`config.mk`:
```
export PLATFORM = sky130hd
export DESIGN_NAME = ilid_cell
export DESIGN_NICKNAME = d
export VERILOG_FILES = /design/src/rtl/ilid_pkg.sv /design/src/rtl/ilid_cell.sv
export SDC_FILE = /design/constraint.sdc
export NUM_CORES = 1
export LEC_CHECK = 0
export BUFFER_PORTS_ARGS = -buffer_cell sky130_fd_sc_hd__buf_2
export CORE_MARGIN = 2
export CORE_UTILIZATION = 40
export CTS_BUF_LIST = sky130_fd_sc_hd__clkbuf_16
export DETAILED_ROUTE_END_ITERATION = 8
export PLACE_DENSITY = 0.84
export REMOVE_ABC_BUFFERS = 1
export SLEW_MARGIN = 20
export SYNTH_ARGS = -nofsm -noshare
export SYNTH_HDL_FRONTEND = slang
export SYNTH_SLANG_ARGS = --single-unit
```
`constraint.sdc`:
```
create_clock -name i_clk -period 3.2 [get_ports i_clk]
set_input_delay 0.32 -clock i_clk [delete_from_list [all_inputs] [get_ports i_clk]]
set_output_delay 0.32 -clock i_clk [all_outputs]
set_load 0.05 [all_outputs]
```
`src/rtl/ilid_pkg.sv`:
```
// Types and constants of the indexed list unit.
package ilid_pkg;

    // Wide enough for any position or count at the largest supported capacity.
    localparam int POS_W = 11;

    localparam logic [2:0] FN_READ      = 3'd0;
    localparam logic [2:0] FN_INS_FRONT = 3'd1;
    localparam logic [2:0] FN_APPEND    = 3'd2;
    localparam logic [2:0] FN_INS_POS   = 3'd3;
    localparam logic [2:0] FN_DELETE    = 3'd4;

    localparam logic [1:0] STAT_DONE  = 2'd0;
    localparam logic [1:0] STAT_RANGE = 2'd1;
    localparam logic [1:0] STAT_FULL  = 2'd2;

    typedef struct packed {
        logic [2:0]         func;
        logic [6:0]         position;
        logic signed [31:0] value_in;
    } t_in;

    typedef struct packed {
        logic signed [31:0] read_value;
        logic [1:0]         status;
        logic [6:0]         count_out;
    } t_out;

    typedef enum logic [1:0] {
        S_IDLE,
        S_READ,
        S_RDONE
    } t_state;

    typedef enum logic [1:0] {
        CELL_HOLD,
        CELL_INS,
        CELL_DEL
    } t_cell_op;

    typedef struct packed {
        t_cell_op           op;
        logic [POS_W-1:0]   pos;
        logic signed [31:0] value;
    } t_cell_ctl;

endpackage

```
`src/rtl/ilid_cell.sv`:
```
// One list slot: holds an entry, shifts with its neighbors, and carries the read lane.
module ilid_cell #(
    parameter int INDEX = 0
) (
    input  logic                  i_clk,
    input  ilid_pkg::t_cell_ctl   i_ctl,
    input  logic signed [31:0]    i_left_entry,
    input  logic signed [31:0]    i_right_entry,
    input  logic signed [31:0]    i_right_lane,
    output logic signed [31:0]    o_entry,
    output logic signed [31:0]    o_lane
);

    localparam logic [ilid_pkg::POS_W-1:0] MY_IDX = ilid_pkg::POS_W'(INDEX);

    logic signed [31:0] r_entry;
    logic signed [31:0] n_entry;
    logic signed [31:0] r_lane;
    logic signed [31:0] n_lane;

    always_comb begin
        n_entry = r_entry;
        case (i_ctl.op)
            ilid_pkg::CELL_INS: begin
                if (MY_IDX == i_ctl.pos) begin
                    n_entry = i_ctl.value;
                end else if (MY_IDX > i_ctl.pos) begin
                    n_entry = i_left_entry;
                end
            end
            ilid_pkg::CELL_DEL: begin
                if (MY_IDX >= i_ctl.pos) begin
                    n_entry = i_right_entry;
                end
            end
            default: begin
                n_entry = r_entry;
            end
        endcase
        // The addressed slot drops its entry onto the lane, which drains toward slot zero.
        n_lane = (MY_IDX == i_ctl.pos) ? r_entry : i_right_lane;
    end

    always_ff @(posedge i_clk) begin
        r_entry <= n_entry;
        r_lane  <= n_lane;
    end

    assign o_entry = r_entry;
    assign o_lane  = r_lane;

endmodule

```
==> results of run 1 <==
==> how the worst max path moves through the flow <==
stage	endpoint	slack, ns	cells past startpoint
after floorplan	o_entry[0]	-0.26	3
after global placement	o_entry[2]	1.11	5
after detailed placement	o_entry[25]	1.04	5
after CTS	o_entry[7]	1.38	5
after global routing	o_entry[7]	1.27	5
final	o_entry[4]	1.38	5
==> power groups by stage <==
stage	combinational [uW]	clock (uW)	sequential, uW
after floorplan	78.9	0	985
after global placement	273	0	907
after detailed placement	281	0	908
after CTS	281	944	891
after global routing	299	991	892
final	279	923	891
==> registers in the layout (all words and copies together) (netlist names) <==
name     flops
o_entry     32
o_lane      32
==> synth_stat cells <==
cell / n / area, sq um
a221o_1: 32 / 320.3
and2_1: 32 / 200.2
dfxtp_1: 32 / 640.6
edfxtp_1: 32 / 960.9
mux2_4: 29 / 435.4
buf_6: 7 / 78.83
buf_2: 3 / 15.01
clkbuf_1: 3 / 11.26
mux2_2: 3 / 33.78
nor4_4: 2 / 42.54
a31oi_1: 1 / 6.260
and4b_1: 1 / 10.01
nand3_2: 1 / 10.01
nor2_1: 1 / 3.750
nor2b_4: 1 / 13.76
nor3_1: 1 / 5.000
xnor2_1: 1 / 8.760
==> kinds of logic after synthesis <==
| family | Yosys count | share of synthesized area [%] |
|---|---|---|
| XOR/XNOR | 1 | 0.3133 |
| AO/OA/AOI/OAI | 33 | 11.68 |
| multiplexers | 32 | 16.78 |
| buffers and inverters | 13 | 3.758 |
| flip-flops | 64 | 57.27 |
| AND/OR/NAND/NOR | 39 | 10.20 |
==> per-layer routing <==
layer / up-vias / track usage [%] / wire [um]
met5: - / 0 / 0
li1: 1123 / - / -
met4: 0 / 8.811 / 131
met2: 110 / 33.82 / 3973
met3: 12 / 4.430 / 406
met1: 1062 / 19.22 / 2674
==> metrics by stage <==
| stage | power (uW) | cell area (sq um) |
|---|---|---|
| final | 2092 | 4179 |
| after floorplan | 1064 | 2691 |
| after detailed placement | 1188 | 3890 |
| after global placement | 1179 | 3890 |
| after global routing | 2181 | 4179 |
| after CTS | 2115 | 4179 |
==> cell type report <==
| cell class | instances | area (sq um) | area share (%) |
|---|---|---|---|
| timing repair buffer | 209 | 1056 | 25.27 |
| sequential | 64 | 1602 | 38.32 |
| multi-input combinational | 105 | 1112 | 26.62 |
| tap | 96 | 120.1 | 2.874 |
| clock buffer | 9 | 225.2 | 5.389 |
| clock inverter | 7 | 63.81 | 1.527 |
==> critical path: cells and delay by family <==
family / cells / cell delay (ns)
AO/OA/AOI/OAI: 1 / 0.39
AND/OR/NAND/NOR: 2 / 0.82
buffers and inverters: 2 / 0.34
==> out/metrics.cfg, run 1 <==
[drt]
vias_per_cell = 4.708
drt_iter0_markers = 87
remaining_drc_errors = 0
drtPass1Iterations = 4
wirelength_um = 7185
wire_per_inst_um = 14.66
ant_nets = 0
vias = 2307

[synth]
synth_cell_types = 17
ys_warn_count = 0
synthCells = 182
ys_ff_latch = 64
ys_seq_area_share_pct = 57.27
syn_area_per_cell_sq_um = 15.37
syn_area_sq_um = 2796

[grt]
grt_pass1_vias = 2350
grt_pass1_wl_um = 10700
grt_overflow = 0
antenna_found_initial = 0
grt_usage_pct = 18.25
grt_max_degree = 35

[sta]
holdWs_ns = 0.2295
relSlewSlack_pct = 39.84
worst_slew_pin_slew_ns = 0.9024
setup_tns_ns = 0
skew_ns = 0.004655
slew_violations = 0
layout_setup_ws_ns = 1.385
fmax_mhz = 550.8
setup_viol = 0
rsz0062_at_grt = false
hold_viol_final = 0
fin_crit_ns = 1.815
finalCritPeriodShare_pct = 56.73

[critical_path]
ff2ff_path_depth = 1
crit_type = in -> reg
slowest_delay_ns = 0.55
r2r_slack_ns = 2.40
end_kind = register
rr_startpoint = o_entry[31]
crit_required_ns = 3.26
arrival_ns = 1.87
slowest_stage = nor2b_4
worstSetupStartpointType = primary input
r2r-end = o_lane[31]
crit_fanout = 34
startpoint = i_ctl[44]
crit_chain = buf_2, nor2b_4, and4b_1, buf_4, a221o_1

[final_layout]
drive_gt1_share_pct = 66.50
fin_util_pct = 61.51
area_delta_synth_final_pct = 49.44
antenna_cells = 0
final_common_cell = buf_2
final_cells = 490
nets = 531
final_cell_mix = 205 x buf_2, 32 x and2_1, 32 x a221o_1, 32 x edfxtp_1, 32 x dfxtp_1
nFillCells = 565

[die]
io_pins = 206
fp.dieH_um = 87.61
fp.coreArea_sq_um = 6794
start_util_pct = 41.16
die_w_um = 87.61
rows = 30
dieArea_sq_um = 7676

[min_path]
min_from = i_right_lane[29]
holdPathStages = 2
hold_path.class = in -> reg
hold_end = o_lane[29]

[cts]
clock_sinks = 64
ctsHoldBuffers = 0
clock_latency_ns = 0.31
cts_tree = built
ctsHtreeMaxLevel = 3
cts.clk_slew.worst_paths_ns = 0.06
clk_path_buf_depth = 2
cts-resized-gates = 0
root_buffer = clkbuf_16
cts-buffers-inserted = 9
cts_setup_buffers = 0

[place]
post-place-ws_ns = 1.038
dp_hpwl_um = 5650
place_inst = 474
io_buffers = 205
gp_congestion = 0.7734

[pwr]
p_switching_uw = 477.6
intPower_uw = 1615
p_leak_uw = 0.002028
ir_worst_vdd_v = 0.0002451
combPwrFrac_pct = 13.3
clkPwrFrac_pct = 44.1
p_seq_share_pct = 42.6
powerDensity_nw_per_um2 = 500.7
p_sw_share_pct = 22.82

[job]
cap_violations = 0

[status]
status = completed

No activity file was read; power rests on OpenSTA's default activity.
==> inputs of run 2 (changes only) <==
- clock period: 3.2 -> 1.9 ns (I/O delays scaled with it)
==> out/metrics.cfg, run 2 (synthesis results as in run 1) <==
[critical_path]
crit_chain = buf_2, nor4_4, a31oi_4, a221o_1
end_kind = register
arrival_ns = 1.57  ; -0.30 ns
worstSetupStartpointType = primary input
crit_required_ns = 1.96  ; -1.30 ns
crit_type = in -> reg
slowest_stage = a31oi_4
crit_fanout = 32  ; -5.9%
slowest_delay_ns = 0.44  ; -0.11 ns

[drt]
vias = 2373  ; +2.9%
drt_iter0_markers = 61  ; -30%
remaining_drc_errors = 0  ; unchanged
drtPass1Iterations = 4  ; unchanged
vias_per_cell = 4.794  ; +1.8%
wirelength_um = 7565  ; +5.3%
ant_nets = 0  ; unchanged
wire_per_inst_um = 15.28  ; +4.2%

[final_layout]
nets = 536  ; +0.94%
design_area_sq_um = 4185  ; +0.15%
drive_gt1_share_pct = 66.17  ; -0.33 points
final_cell_mix = 205 x buf_2, 32 x and2_1, 32 x a221o_1, 32 x edfxtp_1, 32 x dfxtp_1
area_delta_synth_final_pct = 49.66
final_common_cell = buf_2
nFillCells = 557  ; -1.4%
final_cells = 495  ; +1.0%
antenna_cells = 0  ; unchanged

[sta]
finalCritPeriodShare_pct = 79.47
layout_setup_ws_ns = 0.3900  ; -0.9945 ns
fmax_mhz = 662.3
fin_crit_ns = 1.510
setup_viol = 0  ; unchanged
relSlewSlack_pct = 35.45  ; -4.4 points
worst_slew_pin_slew_ns = 0.9682  ; +0.06581 ns
setup_tns_ns = 0  ; unchanged
rsz0062_at_grt = false
hold_viol_final = 0  ; unchanged
skew_ns = 0.005889  ; +0.001234 ns
slew_violations = 0  ; unchanged

[pwr]
fin_total_pwr_uw = 3373  ; +61%
clkPwrFrac_pct = 41.4  ; -2.7 points
p_leak_uw = 0.002047  ; +0.95%
p_switching_uw = 794.2  ; +66%
powerDensity_nw_per_um2 = 806.0  ; +61%
combPwrFrac_pct = 14.1  ; +0.8 points
p_seq_share_pct = 44.5  ; +1.9 points
ir_worst_vdd_v = 0.0004013  ; +64%
intPower_uw = 2579  ; +60%
p_sw_share_pct = 23.54  ; +0.72 points

[cts]
cts.clk_slew.worst_paths_ns = 0.06  ; about the same
root_buffer = clkbuf_16
clock_latency_ns = 0.31  ; about the same
cts-resized-gates = 0  ; unchanged
cts_setup_buffers = 0  ; unchanged
cts-buffers-inserted = 9  ; unchanged
ctsHtreeMaxLevel = 3  ; unchanged
clk_path_buf_depth = 2  ; unchanged
clock_sinks = 64  ; unchanged
cts_tree = built
ctsHoldBuffers = 0  ; unchanged

[place]
io_buffers = 205  ; unchanged
gp_congestion = 0.7244  ; -6.3%
place_area_sq_um = 3928  ; +0.97%
place_inst = 479  ; +1.1%
post-place-ws_ns = 0.04219  ; -0.9960 ns
dp_hpwl_um = 5953  ; +5.4%

[grt]
antenna_found_initial = 0  ; unchanged
grt_usage_pct = 19.20  ; +0.95 points
grt_overflow = 0  ; unchanged
grt_pass1_vias = 2359  ; +0.38%
grt_max_degree = 33  ; -5.7%
grt_pass1_wl_um = 11210  ; +4.8%

[die]
die_w_um = 87.61  ; unchanged
fp.coreArea_sq_um = 6794  ; unchanged
io_pins = 206  ; unchanged
rows = 30  ; unchanged
fp.dieH_um = 87.61  ; unchanged
start_util_pct = 41.16  ; unchanged
dieArea_sq_um = 7676  ; unchanged

[job]
cap_violations = 0  ; unchanged

[status]
status = completed

[min_path]
hold_path.class = in -> reg

==> run 2: layer usage <==
| layer | track usage [%] | vias to the layer above | part of all wire, % |
|---|---|---|---|
| met5 | 0 | - | 0 |
| met4 | 7.832 | 0 | 2.2 |
| met3 | 4.053 | 16 | 5.6 |
| met2 | 35.26 | 112 | 54 |
| met1 | 21.49 | 1108 | 38 |
| li1 | - | 1137 | - |
==> run 2: layout make-up <==
class / count / area [sq um] / area share, %
Sequential cell: 64 / 1602 / 38.27
Multi-Input combinational cell: 105 / 1112 / 26.58
Timing Repair Buffer: 214 / 1094 / 26.13
Clock buffer: 9 / 225.2 / 5.381
Tap cell: 96 / 120.1 / 2.870
Clock inverter: 7 / 32.53 / 0.7773
==> run 2: worst paths after layout <==
path / cells after the start / start / to / slack (ns)
hold / removal: 2 / i_right_lane[22] / o_lane[22] / 0.09
setup reg to reg: 1 / o_entry[8] / o_lane[8] / 1.10
hold reg to reg: 1 / o_entry[16] / o_lane[16] / 0.49
setup / recovery: 4 / i_ctl[34] / o_entry[29] / 0.39
==> run 2: power by group through the flow <==
stage / combinational [uW] / sequential, uW / clock (uW)
detailed placement: 477 / 1530 / 0
global route: 509 / 1500 / 1500
CTS: 478 / 1500 / 1430
floorplan: 133 / 1660 / 0
global placement: 463 / 1530 / 0
finish: 475 / 1500 / 1400
==> run 2: through the flow <==
| stage | utilization, % | hold WS, ns |
|---|---|---|
| 2_1_floorplan | - | 0.3330 |
| 3_3_place_gp | 57.81 | 0.4164 |
| 3_5_place_dp | 57.81 | 0.4188 |
| 4_1_cts | 61.60 | 0.08682 |
| 5_1_grt | 61.60 | 0.08790 |
| 6_report | 61.60 | 0.09420 |
==> run 2: worst max-delay path, delay by kind of cell <==
kind	cells	cell delay, ns
simple gates	1	0.38
buf+inv	1	0.11
compound gates	2	0.88
